[config.mk]
export PLATFORM = sky130hd
export DESIGN_NAME = track_isolation_cone_sum_core_flat
export DESIGN_NICKNAME = d
export VERILOG_FILES = /design/src/hdl/tics_pkg.sv /design/src/hdl/tics_if.sv /design/src/hdl/tics_csr.sv /design/src/hdl/tics_front.sv /design/src/hdl/tics_queue.sv /design/src/hdl/tics_back.sv /design/src/hdl/track_isolation_cone_sum_core.sv /design/src/flat_wrapper.sv
export SDC_FILE = /design/constraint.sdc
export NUM_CORES = 2
export LEC_CHECK = 0
export BUFFER_PORTS_ARGS = -buffer_cell sky130_fd_sc_hd__buf_2
export CELL_PAD_IN_SITES_DETAIL_PLACEMENT = 0
export CELL_PAD_IN_SITES_GLOBAL_PLACEMENT = 1
export CORE_MARGIN = 2
export CORE_UTILIZATION = 46
export CTS_CLUSTER_SIZE = 24
export DETAILED_ROUTE_END_ITERATION = 8
export PLACE_DENSITY_LB_ADDON = 0.1
export SETUP_SLACK_MARGIN = 0.5
export SYNTH_ARGS = -nofsm -noshare
export SYNTH_HDL_FRONTEND = slang
export SYNTH_SLANG_ARGS = --single-unit
[constraint.sdc]
create_clock -name clock -period 7.6 [get_ports clock]
set_input_delay 1.52 -clock clock [delete_from_list [all_inputs] [get_ports clock]]
set_output_delay 1.52 -clock clock [all_outputs]
set_load 0.02 [all_outputs]
[src/hdl/tics_pkg.sv]
// ----------------------------------------------------------------------------
// tics_pkg
// Types and constants shared by the track isolation cone sum block.
// ----------------------------------------------------------------------------
package tics_pkg;

   localparam int ETA_W   = 14;
   localparam int PHI_W   = 13;
   localparam int Z_W     = 15;
   localparam int PT_W    = 16;
   localparam int HITS_W  = 6;
   localparam int PIX_W   = 4;
   localparam int SUM_W   = 24;
   localparam int DIST2_W = 30;
   localparam int RATIO_W = 13;
   localparam int CSR_INDEX_W = 3;
   localparam int CSR_DATA_W  = 30;

   localparam logic [HITS_W-1:0] MIN_HITS       = 6'd8;
   localparam logic [PIX_W-1:0]  MIN_PIXEL_HITS = 4'd1;
   localparam logic [ETA_W-1:0]  MIN_ETA_GAP    = 14'd0;

   typedef enum logic [1:0] {
      KIND_REF  = 2'd0,
      KIND_VETO = 2'd1,
      KIND_CAND = 2'd2
   } kind_type;

   typedef enum logic [1:0] {
      PID_ACCEPT_ALL  = 2'd0,
      PID_REJECT_MUON = 2'd1,
      PID_ONLY_MUON   = 2'd2
   } pid_mode_type;

   typedef enum logic [CSR_INDEX_W-1:0] {
      REG_MIN_CONE_DIST2   = 3'd0,
      REG_MAX_CONE_DIST2   = 3'd1,
      REG_MAX_DZ           = 3'd2,
      REG_MIN_TRACK_PT     = 3'd3,
      REG_VETO_DETA        = 3'd4,
      REG_VETO_DPHI        = 3'd5,
      REG_MAX_PT_ERR_RATIO = 3'd6,
      REG_PID_VETO_MODE    = 3'd7
   } csr_index_type;

   typedef struct packed {
      logic [DIST2_W-1:0]        min_cone_dist2;
      logic [DIST2_W-1:0]        max_cone_dist2;
      logic [Z_W-1:0]            max_dz;
      logic [PT_W-1:0]           min_track_pt;
      logic [ETA_W-1:0]          veto_deta;
      logic [PHI_W-1:0]          veto_dphi;
      logic signed [RATIO_W-1:0] max_pt_err_ratio;
      logic [1:0]                pid_veto_mode;
   } cfg_type;

   typedef struct packed {
      logic            add;
      logic [PT_W-1:0] pt;
      logic            last;
   } entry_type;

endpackage

[src/hdl/tics_if.sv]
// ----------------------------------------------------------------------------
// tics_if
// Valid/ready channel interfaces for requests, responses and register writes.
// ----------------------------------------------------------------------------
interface tics_req_if;
   import tics_pkg::*;

   logic                     valid;
   logic                     ready;
   logic [1:0]               kind;
   logic signed [ETA_W-1:0]  eta;
   logic signed [PHI_W-1:0]  phi;
   logic signed [Z_W-1:0]    z_pos;
   logic [PT_W-1:0]          pt;
   logic [PT_W-1:0]          pt_err;
   logic [HITS_W-1:0]        valid_hits;
   logic [PIX_W-1:0]         pixel_hits;
   logic                     is_muon;
   logic                     track_ok;
   logic                     last;

   modport source (output valid, kind, eta, phi, z_pos, pt, pt_err, valid_hits,
                   pixel_hits, is_muon, track_ok, last, input ready);
   modport sink (input valid, kind, eta, phi, z_pos, pt, pt_err, valid_hits,
                 pixel_hits, is_muon, track_ok, last, output ready);
endinterface

interface tics_rsp_if;
   import tics_pkg::*;

   logic             valid;
   logic             ready;
   logic [SUM_W-1:0] iso_sum;

   modport source (output valid, iso_sum, input ready);
   modport sink (input valid, iso_sum, output ready);
endinterface

interface tics_csr_if;
   import tics_pkg::*;

   logic                   valid;
   logic                   ready;
   logic [CSR_INDEX_W-1:0] index;
   logic [CSR_DATA_W-1:0]  data;

   modport source (output valid, index, data, input ready);
   modport sink (input valid, index, data, output ready);
endinterface

[src/hdl/tics_csr.sv]
// ----------------------------------------------------------------------------
// tics_csr
// Cut set register file, written through the configuration channel.
// ----------------------------------------------------------------------------
module tics_csr (
   input  logic           clock,
   input  logic           reset,
   tics_csr_if.sink       csr_if,
   output tics_pkg::cfg_type cfg
);
   import tics_pkg::*;

   cfg_type cfg_ff;
   cfg_type cfg_in;

   assign csr_if.ready = 1'b1;
   assign cfg = cfg_ff;

   always_comb begin
      cfg_in = cfg_ff;
      if (csr_if.valid) begin
         unique case (csr_index_type'(csr_if.index))
            REG_MIN_CONE_DIST2:   cfg_in.min_cone_dist2 = csr_if.data[DIST2_W-1:0];
            REG_MAX_CONE_DIST2:   cfg_in.max_cone_dist2 = csr_if.data[DIST2_W-1:0];
            REG_MAX_DZ:           cfg_in.max_dz = csr_if.data[Z_W-1:0];
            REG_MIN_TRACK_PT:     cfg_in.min_track_pt = csr_if.data[PT_W-1:0];
            REG_VETO_DETA:        cfg_in.veto_deta = csr_if.data[ETA_W-1:0];
            REG_VETO_DPHI:        cfg_in.veto_dphi = csr_if.data[PHI_W-1:0];
            REG_MAX_PT_ERR_RATIO: cfg_in.max_pt_err_ratio = csr_if.data[RATIO_W-1:0];
            REG_PID_VETO_MODE:    cfg_in.pid_veto_mode = csr_if.data[1:0];
         endcase
      end
   end

   always_ff @(posedge clock) begin
      if (reset) begin
         cfg_ff.min_cone_dist2   <= '0;
         cfg_ff.max_cone_dist2   <= '1;
         cfg_ff.max_dz           <= '1;
         cfg_ff.min_track_pt     <= '0;
         cfg_ff.veto_deta        <= '0;
         cfg_ff.veto_dphi        <= '0;
         cfg_ff.max_pt_err_ratio <= '1;
         cfg_ff.pid_veto_mode    <= PID_ACCEPT_ALL;
      end else begin
         cfg_ff <= cfg_in;
      end
   end

endmodule

[src/hdl/tics_front.sv]
// ----------------------------------------------------------------------------
// tics_front
// Loads the reference and veto tracks and runs the cuts on every candidate
// in a three stage pipeline: distances, products, window checks.
// ----------------------------------------------------------------------------
module tics_front (
   input  logic                clock,
   input  logic                reset,
   tics_req_if.sink            req_if,
   input  tics_pkg::cfg_type   cfg,
   output logic                push_valid,
   input  logic                push_ready,
   output tics_pkg::entry_type push_entry
);
   import tics_pkg::*;

   localparam int SQ_ETA_W = 2 * ETA_W;
   localparam int SQ_PHI_W = 2 * PHI_W;
   localparam int PROD_W   = (RATIO_W - 1) + PT_W;
   localparam int ERR_W    = PT_W + 8;

   logic enable;
   logic accept;

   logic signed [ETA_W-1:0] ref_eta_ff, ref_eta_in;
   logic signed [PHI_W-1:0] ref_phi_ff, ref_phi_in;
   logic signed [Z_W-1:0]   ref_z_ff, ref_z_in;
   logic signed [ETA_W-1:0] second_eta_ff, second_eta_in;
   logic signed [PHI_W-1:0] second_phi_ff, second_phi_in;

   // Stage one: magnitudes of the differences and the simple track cuts.
   logic              s1_valid_ff, s1_valid_in;
   logic [ETA_W-1:0]  s1_deta_ff, s1_deta_in;
   logic [PHI_W-1:0]  s1_dphi_ff, s1_dphi_in;
   logic [ETA_W-1:0]  s1_vdeta_ff, s1_vdeta_in;
   logic [PHI_W-1:0]  s1_vdphi_ff, s1_vdphi_in;
   logic [Z_W-1:0]    s1_dz_ff, s1_dz_in;
   logic [PT_W-1:0]   s1_pt_ff, s1_pt_in;
   logic [PT_W-1:0]   s1_pt_err_ff, s1_pt_err_in;
   logic              s1_ok_ff, s1_ok_in;
   logic              s1_last_ff, s1_last_in;

   // Stage two: squares, ratio product and the dz, eta gap and veto compares.
   logic                s2_valid_ff, s2_valid_in;
   logic [SQ_ETA_W-1:0] s2_deta_sq_ff, s2_deta_sq_in;
   logic [SQ_PHI_W-1:0] s2_dphi_sq_ff, s2_dphi_sq_in;
   logic [PROD_W-1:0]   s2_ratio_prod_ff, s2_ratio_prod_in;
   logic [ERR_W-1:0]    s2_err_ff, s2_err_in;
   logic [PT_W-1:0]     s2_pt_ff, s2_pt_in;
   logic                s2_ok_ff, s2_ok_in;
   logic                s2_last_ff, s2_last_in;

   logic      s3_valid_ff, s3_valid_in;
   entry_type s3_entry_ff, s3_entry_in;

   logic signed [ETA_W:0]   eta_diff;
   logic signed [ETA_W:0]   veta_diff;
   logic [PHI_W-1:0]        phi_diff;
   logic [PHI_W-1:0]        vphi_diff;
   logic signed [Z_W:0]     z_diff;
   logic                    pid_ok;
   logic [DIST2_W-1:0]      dr2;
   logic                    ratio_ok;

   assign enable       = !s3_valid_ff || push_ready;
   assign req_if.ready = enable;
   assign accept       = req_if.valid && enable;
   assign push_valid   = s3_valid_ff;
   assign push_entry   = s3_entry_ff;

   always_comb begin
      ref_eta_in    = ref_eta_ff;
      ref_phi_in    = ref_phi_ff;
      ref_z_in      = ref_z_ff;
      second_eta_in = second_eta_ff;
      second_phi_in = second_phi_ff;
      if (accept) begin
         unique case (req_if.kind)
            KIND_REF: begin
               ref_eta_in = req_if.eta;
               ref_phi_in = req_if.phi;
               ref_z_in   = req_if.z_pos;
            end
            KIND_VETO: begin
               second_eta_in = req_if.eta;
               second_phi_in = req_if.phi;
            end
            default: begin
            end
         endcase
      end
   end

   always_comb begin
      eta_diff  = {req_if.eta[ETA_W-1], req_if.eta} - {ref_eta_ff[ETA_W-1], ref_eta_ff};
      veta_diff = {second_eta_ff[ETA_W-1], second_eta_ff} - {req_if.eta[ETA_W-1], req_if.eta};
      phi_diff  = ref_phi_ff - req_if.phi;
      vphi_diff = second_phi_ff - req_if.phi;
      z_diff    = {ref_z_ff[Z_W-1], ref_z_ff} - {req_if.z_pos[Z_W-1], req_if.z_pos};

      unique case (cfg.pid_veto_mode)
         PID_REJECT_MUON: pid_ok = !req_if.is_muon;
         PID_ONLY_MUON:   pid_ok = req_if.is_muon;
         default:         pid_ok = 1'b1;
      endcase

      s1_valid_in  = accept && (req_if.kind == KIND_CAND);
      s1_deta_in   = eta_diff[ETA_W] ? ETA_W'(-eta_diff) : eta_diff[ETA_W-1:0];
      s1_vdeta_in  = veta_diff[ETA_W] ? ETA_W'(-veta_diff) : veta_diff[ETA_W-1:0];
      s1_dphi_in   = phi_diff[PHI_W-1] ? (~phi_diff + 1'b1) : phi_diff;
      s1_vdphi_in  = vphi_diff[PHI_W-1] ? (~vphi_diff + 1'b1) : vphi_diff;
      s1_dz_in     = z_diff[Z_W] ? Z_W'(-z_diff) : z_diff[Z_W-1:0];
      s1_pt_in     = req_if.pt;
      s1_pt_err_in = req_if.pt_err;
      s1_last_in   = req_if.last;
      s1_ok_in     = (req_if.valid_hits >= MIN_HITS) && (req_if.pixel_hits >= MIN_PIXEL_HITS)
                     && req_if.track_ok && (req_if.pt > cfg.min_track_pt) && pid_ok;
   end

   always_comb begin
      s2_valid_in      = s1_valid_ff;
      s2_deta_sq_in    = SQ_ETA_W'(s1_deta_ff) * SQ_ETA_W'(s1_deta_ff);
      s2_dphi_sq_in    = SQ_PHI_W'(s1_dphi_ff) * SQ_PHI_W'(s1_dphi_ff);
      s2_ratio_prod_in = PROD_W'(cfg.max_pt_err_ratio[RATIO_W-2:0]) * PROD_W'(s1_pt_ff);
      s2_err_in        = {s1_pt_err_ff, 8'd0};
      s2_pt_in         = s1_pt_ff;
      s2_last_in       = s1_last_ff;
      s2_ok_in         = s1_ok_ff && (s1_dz_ff < cfg.max_dz) && (s1_deta_ff >= MIN_ETA_GAP)
                         && !((s1_vdeta_ff < cfg.veto_deta) && (s1_vdphi_ff < cfg.veto_dphi));
   end

   always_comb begin
      dr2      = DIST2_W'(s2_deta_sq_ff) + DIST2_W'(s2_dphi_sq_ff);
      ratio_ok = cfg.max_pt_err_ratio[RATIO_W-1] || (PROD_W'(s2_err_ff) < s2_ratio_prod_ff);
      s3_valid_in      = s2_valid_ff;
      s3_entry_in.pt   = s2_pt_ff;
      s3_entry_in.last = s2_last_ff;
      s3_entry_in.add  = s2_ok_ff && ratio_ok && (dr2 >= cfg.min_cone_dist2)
                         && (dr2 <= cfg.max_cone_dist2);
   end

   always_ff @(posedge clock) begin
      if (reset) begin
         ref_eta_ff    <= '0;
         ref_phi_ff    <= '0;
         ref_z_ff      <= '0;
         second_eta_ff <= '0;
         second_phi_ff <= '0;
         s1_valid_ff   <= 1'b0;
         s2_valid_ff   <= 1'b0;
         s3_valid_ff   <= 1'b0;
      end else begin
         ref_eta_ff    <= ref_eta_in;
         ref_phi_ff    <= ref_phi_in;
         ref_z_ff      <= ref_z_in;
         second_eta_ff <= second_eta_in;
         second_phi_ff <= second_phi_in;
         if (enable) begin
            s1_valid_ff <= s1_valid_in;
            s2_valid_ff <= s2_valid_in;
            s3_valid_ff <= s3_valid_in;
         end
      end
   end

   always_ff @(posedge clock) begin
      if (enable) begin
         s1_deta_ff       <= s1_deta_in;
         s1_dphi_ff       <= s1_dphi_in;
         s1_vdeta_ff      <= s1_vdeta_in;
         s1_vdphi_ff      <= s1_vdphi_in;
         s1_dz_ff         <= s1_dz_in;
         s1_pt_ff         <= s1_pt_in;
         s1_pt_err_ff     <= s1_pt_err_in;
         s1_ok_ff         <= s1_ok_in;
         s1_last_ff       <= s1_last_in;
         s2_deta_sq_ff    <= s2_deta_sq_in;
         s2_dphi_sq_ff    <= s2_dphi_sq_in;
         s2_ratio_prod_ff <= s2_ratio_prod_in;
         s2_err_ff        <= s2_err_in;
         s2_pt_ff         <= s2_pt_in;
         s2_ok_ff         <= s2_ok_in;
         s2_last_ff       <= s2_last_in;
         s3_entry_ff      <= s3_entry_in;
      end
   end

endmodule

[src/hdl/tics_queue.sv]
// ----------------------------------------------------------------------------
// tics_queue
// Short first-in first-out queue between the cut pipeline and the summer.
// ----------------------------------------------------------------------------
module tics_queue #(
   parameter int DEPTH = 4
) (
   input  logic                clock,
   input  logic                reset,
   input  logic                push_valid,
   output logic                push_ready,
   input  tics_pkg::entry_type push_entry,
   output logic                pop_valid,
   input  logic                pop_ready,
   output tics_pkg::entry_type pop_entry
);
   import tics_pkg::*;

   localparam int PTR_W   = (DEPTH > 1) ? $clog2(DEPTH) : 1;
   localparam int COUNT_W = $clog2(DEPTH + 1);
   localparam logic [PTR_W-1:0]   LAST_PTR  = PTR_W'(DEPTH - 1);
   localparam logic [COUNT_W-1:0] FULL_COUNT = COUNT_W'(DEPTH);

   entry_type           entries_ff [DEPTH];
   logic [PTR_W-1:0]    wr_ptr_ff, wr_ptr_in;
   logic [PTR_W-1:0]    rd_ptr_ff, rd_ptr_in;
   logic [COUNT_W-1:0]  count_ff, count_in;
   logic                push;
   logic                pop;

   assign push_ready = (count_ff != FULL_COUNT);
   assign pop_valid  = (count_ff != '0);
   assign pop_entry  = entries_ff[rd_ptr_ff];
   assign push       = push_valid && push_ready;
   assign pop        = pop_valid && pop_ready;

   always_comb begin
      wr_ptr_in = wr_ptr_ff;
      rd_ptr_in = rd_ptr_ff;
      count_in  = count_ff;
      if (push) begin
         wr_ptr_in = (wr_ptr_ff == LAST_PTR) ? '0 : wr_ptr_ff + 1'b1;
      end
      if (pop) begin
         rd_ptr_in = (rd_ptr_ff == LAST_PTR) ? '0 : rd_ptr_ff + 1'b1;
      end
      priority if (push && !pop) begin
         count_in = count_ff + 1'b1;
      end else if (pop && !push) begin
         count_in = count_ff - 1'b1;
      end else begin
         count_in = count_ff;
      end
   end

   always_ff @(posedge clock) begin
      if (reset) begin
         wr_ptr_ff <= '0;
         rd_ptr_ff <= '0;
         count_ff  <= '0;
      end else begin
         wr_ptr_ff <= wr_ptr_in;
         rd_ptr_ff <= rd_ptr_in;
         count_ff  <= count_in;
      end
   end

   always_ff @(posedge clock) begin
      if (push) begin
         entries_ff[wr_ptr_ff] <= push_entry;
      end
   end

endmodule

[src/hdl/tics_back.sv]
// ----------------------------------------------------------------------------
// tics_back
// Saturating pt summer and response register.
// ----------------------------------------------------------------------------
module tics_back (
   input  logic                clock,
   input  logic                reset,
   input  logic                pop_valid,
   output logic                pop_ready,
   input  tics_pkg::entry_type pop_entry,
   tics_rsp_if.source          rsp_if
);
   import tics_pkg::*;

   logic [SUM_W-1:0] sum_ff, sum_in;
   logic             rsp_valid_ff, rsp_valid_in;
   logic [SUM_W-1:0] rsp_sum_ff, rsp_sum_in;
   logic [SUM_W:0]   sum_wide;
   logic [SUM_W-1:0] sum_next;
   logic             pop;

   assign pop_ready      = !pop_entry.last || !rsp_valid_ff || rsp_if.ready;
   assign pop            = pop_valid && pop_ready;
   assign rsp_if.valid   = rsp_valid_ff;
   assign rsp_if.iso_sum = rsp_sum_ff;

   always_comb begin
      sum_wide = {1'b0, sum_ff} + (SUM_W + 1)'(pop_entry.pt);
      if (!pop_entry.add) begin
         sum_next = sum_ff;
      end else if (sum_wide[SUM_W]) begin
         sum_next = '1;
      end else begin
         sum_next = sum_wide[SUM_W-1:0];
      end

      sum_in       = sum_ff;
      rsp_sum_in   = rsp_sum_ff;
      rsp_valid_in = rsp_valid_ff && !rsp_if.ready;
      if (pop) begin
         if (pop_entry.last) begin
            sum_in       = '0;
            rsp_sum_in   = sum_next;
            rsp_valid_in = 1'b1;
         end else begin
            sum_in = sum_next;
         end
      end
   end

   always_ff @(posedge clock) begin
      if (reset) begin
         sum_ff       <= '0;
         rsp_valid_ff <= 1'b0;
      end else begin
         sum_ff       <= sum_in;
         rsp_valid_ff <= rsp_valid_in;
      end
   end

   always_ff @(posedge clock) begin
      rsp_sum_ff <= rsp_sum_in;
   end

endmodule

[src/hdl/track_isolation_cone_sum_core.sv]
// ----------------------------------------------------------------------------
// track_isolation_cone_sum_core
// Sums the pt of candidate tracks that pass the isolation cuts around a
// reference muon and reports the sum on the candidate marked last.
//
//   Channel  Direction  Carries
//   csr_if   in         register index and write data, always ready
//   req_if   in         reference, veto and candidate track transactions
//   rsp_if   out        iso_sum, one transaction per last candidate
//
// One request transaction is taken every cycle while the response side keeps
// up. A candidate passes three pipeline stages of cuts and then the queue;
// the response of a last candidate is registered once it leaves the queue.
// Reset is synchronous. Response stalls only hold back last candidates; the
// request side stalls once the queue and the final cut stage are both full.
// ----------------------------------------------------------------------------
module track_isolation_cone_sum_core #(
   parameter int QUEUE_DEPTH = 4
) (
   input  logic       clock,
   input  logic       reset,
   tics_csr_if.sink   csr_if,
   tics_req_if.sink   req_if,
   tics_rsp_if.source rsp_if
);
   import tics_pkg::*;

   cfg_type   cfg;
   logic      push_valid;
   logic      push_ready;
   entry_type push_entry;
   logic      pop_valid;
   logic      pop_ready;
   entry_type pop_entry;

   tics_csr u_csr (
      .clock  (clock),
      .reset  (reset),
      .csr_if (csr_if),
      .cfg    (cfg)
   );

   tics_front u_front (
      .clock      (clock),
      .reset      (reset),
      .req_if     (req_if),
      .cfg        (cfg),
      .push_valid (push_valid),
      .push_ready (push_ready),
      .push_entry (push_entry)
   );

   tics_queue #(
      .DEPTH (QUEUE_DEPTH)
   ) u_queue (
      .clock      (clock),
      .reset      (reset),
      .push_valid (push_valid),
      .push_ready (push_ready),
      .push_entry (push_entry),
      .pop_valid  (pop_valid),
      .pop_ready  (pop_ready),
      .pop_entry  (pop_entry)
   );

   tics_back u_back (
      .clock     (clock),
      .reset     (reset),
      .pop_valid (pop_valid),
      .pop_ready (pop_ready),
      .pop_entry (pop_entry),
      .rsp_if    (rsp_if)
   );

endmodule
[src/flat_wrapper.sv]
// flat-port wrapper written by rule: the top's interface ports become plain ports
module track_isolation_cone_sum_core_flat import tics_pkg::*;
#(
   parameter int QUEUE_DEPTH = 4
)
  (clock, reset, csr_if_valid, csr_if_index, csr_if_data, csr_if_ready, req_if_valid, req_if_kind, req_if_eta, req_if_phi, req_if_z_pos, req_if_pt, req_if_pt_err, req_if_valid_hits, req_if_pixel_hits, req_if_is_muon, req_if_track_ok, req_if_last, req_if_ready, rsp_if_valid, rsp_if_iso_sum, rsp_if_ready);
  tics_csr_if csr_if_i ();
  tics_req_if req_if_i ();
  tics_rsp_if rsp_if_i ();
  input  logic clock;
  input  logic reset;
  input wire logic [$bits(csr_if_i.valid)-1:0] csr_if_valid;
  input wire logic [$bits(csr_if_i.index)-1:0] csr_if_index;
  input wire logic [$bits(csr_if_i.data)-1:0] csr_if_data;
  output wire logic [$bits(csr_if_i.ready)-1:0] csr_if_ready;
  input wire logic [$bits(req_if_i.valid)-1:0] req_if_valid;
  input wire logic [$bits(req_if_i.kind)-1:0] req_if_kind;
  input wire logic [$bits(req_if_i.eta)-1:0] req_if_eta;
  input wire logic [$bits(req_if_i.phi)-1:0] req_if_phi;
  input wire logic [$bits(req_if_i.z_pos)-1:0] req_if_z_pos;
  input wire logic [$bits(req_if_i.pt)-1:0] req_if_pt;
  input wire logic [$bits(req_if_i.pt_err)-1:0] req_if_pt_err;
  input wire logic [$bits(req_if_i.valid_hits)-1:0] req_if_valid_hits;
  input wire logic [$bits(req_if_i.pixel_hits)-1:0] req_if_pixel_hits;
  input wire logic [$bits(req_if_i.is_muon)-1:0] req_if_is_muon;
  input wire logic [$bits(req_if_i.track_ok)-1:0] req_if_track_ok;
  input wire logic [$bits(req_if_i.last)-1:0] req_if_last;
  output wire logic [$bits(req_if_i.ready)-1:0] req_if_ready;
  output wire logic [$bits(rsp_if_i.valid)-1:0] rsp_if_valid;
  output wire logic [$bits(rsp_if_i.iso_sum)-1:0] rsp_if_iso_sum;
  input wire logic [$bits(rsp_if_i.ready)-1:0] rsp_if_ready;
  assign csr_if_i.valid = csr_if_valid;
  assign csr_if_i.index = csr_if_index;
  assign csr_if_i.data = csr_if_data;
  assign csr_if_ready = csr_if_i.ready;
  assign req_if_i.valid = req_if_valid;
  assign req_if_i.kind = req_if_kind;
  assign req_if_i.eta = req_if_eta;
  assign req_if_i.phi = req_if_phi;
  assign req_if_i.z_pos = req_if_z_pos;
  assign req_if_i.pt = req_if_pt;
  assign req_if_i.pt_err = req_if_pt_err;
  assign req_if_i.valid_hits = req_if_valid_hits;
  assign req_if_i.pixel_hits = req_if_pixel_hits;
  assign req_if_i.is_muon = req_if_is_muon;
  assign req_if_i.track_ok = req_if_track_ok;
  assign req_if_i.last = req_if_last;
  assign req_if_ready = req_if_i.ready;
  assign rsp_if_valid = rsp_if_i.valid;
  assign rsp_if_iso_sum = rsp_if_i.iso_sum;
  assign rsp_if_i.ready = rsp_if_ready;
  track_isolation_cone_sum_core #(.QUEUE_DEPTH(QUEUE_DEPTH)) u_core (.clock(clock), .reset(reset), .csr_if(csr_if_i), .req_if(req_if_i), .rsp_if(rsp_if_i));
endmodule
[Yosys cells after proc, flatten, opt, wreduce, memory -nomap -nowiden]
Memory sizes are Yosys's and may differ from the RTL's. A register that Yosys moved wholly into a read port is not among the register bits.
Index checks and enable logic that the tools add are counted.
Word-level totals
  register bits after elaboration: 498
  bits in writable memories: 72
  bits of input ports: 127
  output and inout port bits: 27
  memories: 1
Cells by class
  $add $sub $neg: 16
  multipliers: 3
  order comparisons: 10
  equal/unequal tests: 14
  muxes and demuxes: 19
  bitwise logic cells: 2
  reductions and logical operators: 45
Memories
  u_core.u_queue.entries_ff: words 4, bits a word 18, rd ports 1, clocked after memory_dff 1, wr ports 1, RTL line tics_queue.sv:24  | entry_type entries_ff [DEPTH];
Operators by type and width (number)
  $mux W24: 3
  $ge A29 B30 Y1: 1
  $le A29 B30 Y1: 1
  $sub A14 B14 Y15: 2
  $add A28 B26 Y29: 1
  $lt A24 B28 Y1: 1
  $mul A12 B16 Y28: 1
  $mul A14 B14 Y28: 1
  $mux W14: 2
  $neg A14 Y14: 2
  $add A13 B1 Y13 const B: 2
  $mul A13 B13 Y26: 1
  $not A13 Y13: 2
  $sub A13 B13 Y13: 2
  $add A24 B16 Y25: 1
  $mux W12: 2
  $reduce_and A2 Y1: 11
  $logic_and A1 B1 Y1: 18
  $gt A16 B16 Y1: 1
  $sub A15 B15 Y16: 1
  $lt A15 B15 Y1: 1
  $mux W15: 1
  $neg A15 Y15: 1
  $ge A14 B1 Y1 const B: 1
  23 further kinds: 49

[Longest topological paths before layout]
  depth after elaboration: 7
  mapped depth: 25
  depth with buffers taken out: 24

[By module]
A second synthesis with hierarchy kept.
Unflattened totals
  cell total of the unflattened synthesis: 4699
  area, all modules: 46064.2 µm²
By module, submodules not included
  tics_front: instances 1, cells an instance 3718, area each 34694.5 µm²
  tics_csr: instances 1, cells an instance 512, area each 5301.3 µm²
  tics_queue: instances 1, cells an instance 142, area each 3075.4 µm²
  tics_back: instances 1, cells an instance 327, area each 2992.9 µm²

[Worst setup path before layout]
Ideal clock, no wire load.
  path type: reg-to-reg
  from: reg u_core.u_queue.count_ff[0]
  to: reg u_core.u_front.second_eta_ff[0]
  setup time: 0.132 ns
  data arrival time: 7.159 ns
  setup slack: 0.309 ns
  cell stages (with the launch flop): 9
  path buffers: 2
  clock period less this slack: 7.291 ns
  cell sequence: dfxtp_1 > nor2_1 > and3_1 > clkbuf_1 > inv_1 > nand4b_1 > clkbuf_1 > nand2_1 > a21oi_1
On the way
  word-level cells in the longest chain between the ends: 4
RTL lines
  start, declared: RTL line tics_queue.sv:27  | logic [COUNT_W-1:0] count_ff, count_in;
  start signal, assigned: RTL line tics_queue.sv:64  | count_ff <= count_in;
  $ne A3 B3 Y1: RTL line tics_queue.sv:31  | assign push_ready = (count_ff != FULL_COUNT);
  $logic_or A1 B1 Y1: RTL line tics_front.sv:65  | assign enable = !s3_valid_ff || push_ready;
  net req_if_ready: RTL line flat_wrapper.sv:28  | output wire logic [$bits(req_if_i.ready)-1:0] req_if_ready;
  $logic_and A1 B1 Y1: RTL line tics_front.sv:67  | assign accept = req_if.valid && enable;
  $reduce_and A2 Y1 (no source line)
  end signal, assigned: RTL line tics_front.sv:156  | second_eta_ff <= second_eta_in;
  end, declared: RTL line tics_front.sv:28  | logic signed [ETA_W-1:0] second_eta_ff, second_eta_in;
The timed path passes the listed nets, and every way through them passes these cells.
A chain may end at the register's enable or synchronous reset.

[Worst setup path after layout]
  from: reg u_core.u_front.s1_deta_ff[6]
  to: reg u_core.u_front.s2_deta_sq_ff[27] (data pin)
On the way
  word-level cells in the longest chain between the ends: 1
RTL lines
  start, declared: RTL line tics_front.sv:33  | logic [ETA_W-1:0] s1_deta_ff, s1_deta_in;
  start signal, assigned: RTL line tics_front.sv:168  | s1_deta_ff <= s1_deta_in;
  $mul A14 B14 Y28: RTL line tics_front.sv:122  | s2_deta_sq_in = SQ_ETA_W'(s1_deta_ff) * SQ_ETA_W'(s1_deta_ff);
  net u_core.u_front.s2_deta_sq_in[27]: RTL line tics_front.sv:45  | logic [SQ_ETA_W-1:0] s2_deta_sq_ff, s2_deta_sq_in;
  end signal, assigned: RTL line tics_front.sv:177  | s2_deta_sq_ff <= s2_deta_sq_in;
  end, declared: RTL line tics_front.sv:45
The timed path passes the listed nets, and every way through them passes these cells.

==> flow_metrics.tcl <==
set metrics [dict create \
    grt_overflow_total 0 \
    nets 5750 \
    hp-class "reg -> reg" \
    r2r-start "u_core.u_front.s1_deta_ff[6]" \
    port_buffers 149 \
    min_from "u_core.u_front.s1_pt_err_ff[2]" \
    route.met2.wl_um 48900 \
    cts.sinks 570 \
    setup_viol 0 \
    io_pins 154 \
    critPathLaunchType "flip-flop" \
    synth_top_area_share_pct 22.1 \
    syn_nets 5636 \
    grt_pass1_vias 31400 \
    ys_warn_count 0 \
    synth_edf_count 331 \
    ys_seq_area_share_pct 32.7 \
    status "completed" \
    cts_buffers 69 \
    drive_gt1_share_pct 7.51 \
    cts_root_buffer "clkbuf_16" \
    die_w_um 317 \
    yosysMostFrequentCell "inv_1" \
    max_slew_margin_pct 20.8 \
    crit_path_top_delay_cell "fa_1" \
    critical_path.cell_chain "buf_4 > and2_1 > fa_1 > inv_1 > fa_1 > inv_1 > fa_1 > fa_1 > fa_1 > inv_1 > fa_1 > inv_1 > ha_1 > a21o_1 > nor3_1 > o221ai_1 > a31oi_1 > o211ai_1 > a311oi_1 > o21ai_0 > a21oi_1 > xnor2_1" \
    synthTopCellsByCount "inv_1, nand2_1, ha_1, fa_1, edfxtp_1" \
    cpPeakStageDelay_ps 550 \
    hold_viol_final 0 \
    die_h_um 317 \
    max_cap_viol_count 0 \
    yosys_register_bits 570 \
    syn_to_final_growth_pct 10.0 \
    grt_max_degree 161 \
    async_reset_ff_share_pct 0 \
    ant_nets 0 \
    drt-pass1-iter-count 9 \
    whs_path_depth 0 \
    grt_usage_pct 21.2 \
    clkTransAtPathRegs_ps 60 \
    avgSynthCellArea_um2 9.63 \
    core_um2 96900 \
    cp_common_cell "fa_1" \
    timing.final.crit_share_pct 88.0 \
    fp.dieArea_um2 100000 \
    synth_largest_area_cell "edfxtp_1" \
    syn_area_um2 45000 \
    antenna_found_initial 8 \
    fin_skew_ps 24.6 \
    drtIter0Drc 1708 \
    wl_met3_um 4050 \
    tritoncts "built" \
    vias 31400 \
    viasPerCell 5.12 \
    grt_first_pass_wirelength_um 168000 \
    syn_inst 4676 \
    required_ps 7960 \
    synth_ff_type "edfxtp_1" \
    worst_setup_path_end_kind "flip-flop" \
    drt-total-wl_um 104000 \
    post-dp-hpwl_um 79400 \
    drc 0 \
    arrival_ps 7060 \
    clockBufferDepth 3 \
    period_minus_slack_ps 6690 \
    wl_met1_um 48300 \
    holdPathEnd "u_core.u_front.s2_err_ff[10]" \
    r2r-end "u_core.u_front.s2_deta_sq_ff[27]" \
    rows 114 \
    synthTopCellsByArea "edfxtp_1, fa_1, ha_1" \
    avgRoutedWirePerCell_um 17.0 \
    reg2reg_depth 22 \
    fillCellCount 9143 \
    criticalPathCategory "reg -> reg" \
    path_max_fanout 6 \
    maxUsedRoutingLayer "met5" \
    drv_slew 0 \
    start_util_pct 46.5 \
    cts_htree_levels 3 \
    clk-insertion-delay-late_ps 640 \
    setup_tns_ps 0 \
    rsz0062_at_grt "false" \
    timing.fmax_mhz 149 \
    rrSetupSlack_ps 910 \
    worstMarginPinSlew_ps 1190 \
    netlist-cell-type-count 93 \
    gp_congestion 0.838 \
]
==> through the flow <==
step / area [um2] / utilization [%] / worst slack, ps / instances / hold slack [ps]
floorplan: 45000 / - / 1450 / 4676 / 400
global placement: 47000 / 48.5 / 628 / 5976 / 401
detailed placement: 47000 / 48.5 / 615 / 5976 / 405
finish: 49500 / 51.1 / 909 / 6123 / 418
global route: 49500 / 51.1 / 555 / 6122 / 421
CTS: 49400 / 51.0 / 566 / 6103 / 418
==> layer usage <==
layer  track usage (%)  vias up
met5                 0        -
met4              5.82        2
met3              2.91      143
met2              35.3      482
met1              29.1    15000
li1                  -    15700
==> cell type report <==
class,count,area (um2),area share [%]
Multi-Input combinational cell,3185,26800,54.2
Antenna cell,1,2.50,0.00505
Clock buffer,90,1900,3.84
Clock inverter,37,468,0.945
Inverter,772,2900,5.86
Timing Repair Buffer,192,1090,2.20
Sequential cell,570,14700,29.7
Tap cell,1276,1600,3.22
==> timing repair <==
action | CTS | global route
setup buffers | 0 | 19
hold buffers | 0 | 0
gates resized for setup | 0 | 1
setup endpoints to repair | 0 | 3
==> state kept, by name, summed over array words and instances, names as in the netlist, 18 cells and up, named ones only <==
register	count
u_core.u_back.rsp_if.iso_sum	24
u_core.u_queue.entries_ff	72
u_core.u_csr.cfg	133
u_core.u_front.s2_deta_sq_ff	27
u_core.u_front.s2_ratio_prod_ff	28
u_core.u_front.s2_dphi_sq_ff	25
u_core.u_back.sum_ff	24
u_core.u_front.push_entry	18
==> worst max-delay path, delay by kind of cell (launching register included) <==
family / cells / cell delay (ps)
adder cells (fa/ha/maj): 7 / 3420
AO/OA/AOI/OAI: 7 / 1700
flip-flops: 1 / 430
buffers and inverters: 5 / 400
AND/OR/NAND/NOR: 2 / 360
XOR/XNOR: 1 / 90
==> cells by family (layout without fill, tap and decap cells) <==
kind of cell / count (synthesis) / count (layout) / synth area share [%]
AOI/OAI and AO/OA: 776 / 776 / 11.3
xor gates and xnor gates: 221 / 221 / 4.33
adders and majority gates: 833 / 833 / 29.2
buffers and inverters: 921 / 1091 / 7.72
DFF: 570 / 570 / 32.7
muxes: 35 / 35 / 1.28
other: 1 / 2 / 0.00833
and+or+nand+nor: 1319 / 1319 / 13.5
==> cell usage in the layout, fill, tap and decap left out, drive strengths merged, types with 17 or more instances in the layout <==
cell / n
xnor2: 152
nor2: 216
a21oi: 291
edfxtp: 331
nand2b: 35
o21ai: 107
and2: 138
a211oi: 27
nand3b: 21
clkinv: 19
mux4: 17
inv: 777
xor2: 68
o21a: 43
nor3: 54
a21o: 93
and3: 21
buf: 192
a211o: 46
a22o: 17
fa: 360
nand4: 27
ha: 473
a31oi: 23
dfxtp: 239
nand3: 45
nand2: 647
nor2b: 52
clkbuf: 90
==> worst max path at each step <==
stage / cells past startpoint / slack, ps / startpoint / to
after floorplan: 23 / 1450 / u_core.u_front.s1_deta_ff[2] / u_core.u_front.s2_deta_sq_ff[27]
after global placement: 21 / 630 / u_core.u_front.s1_deta_ff[6] / u_core.u_front.s2_deta_sq_ff[27]
after detailed placement: 21 / 620 / u_core.u_front.s1_deta_ff[6] / u_core.u_front.s2_deta_sq_ff[27]
after CTS: 21 / 570 / u_core.u_front.s1_deta_ff[6] / u_core.u_front.s2_deta_sq_ff[27]
after global routing: 20 / 550 / u_core.u_front.s1_deta_ff[9] / u_core.u_front.s2_deta_sq_ff[27]
final: 22 / 910 / u_core.u_front.s1_deta_ff[6] / u_core.u_front.s2_deta_sq_ff[27]
Power is not shown: default switching activity piles up to over one toggle a cycle in this logic, so the estimate is an artifact.
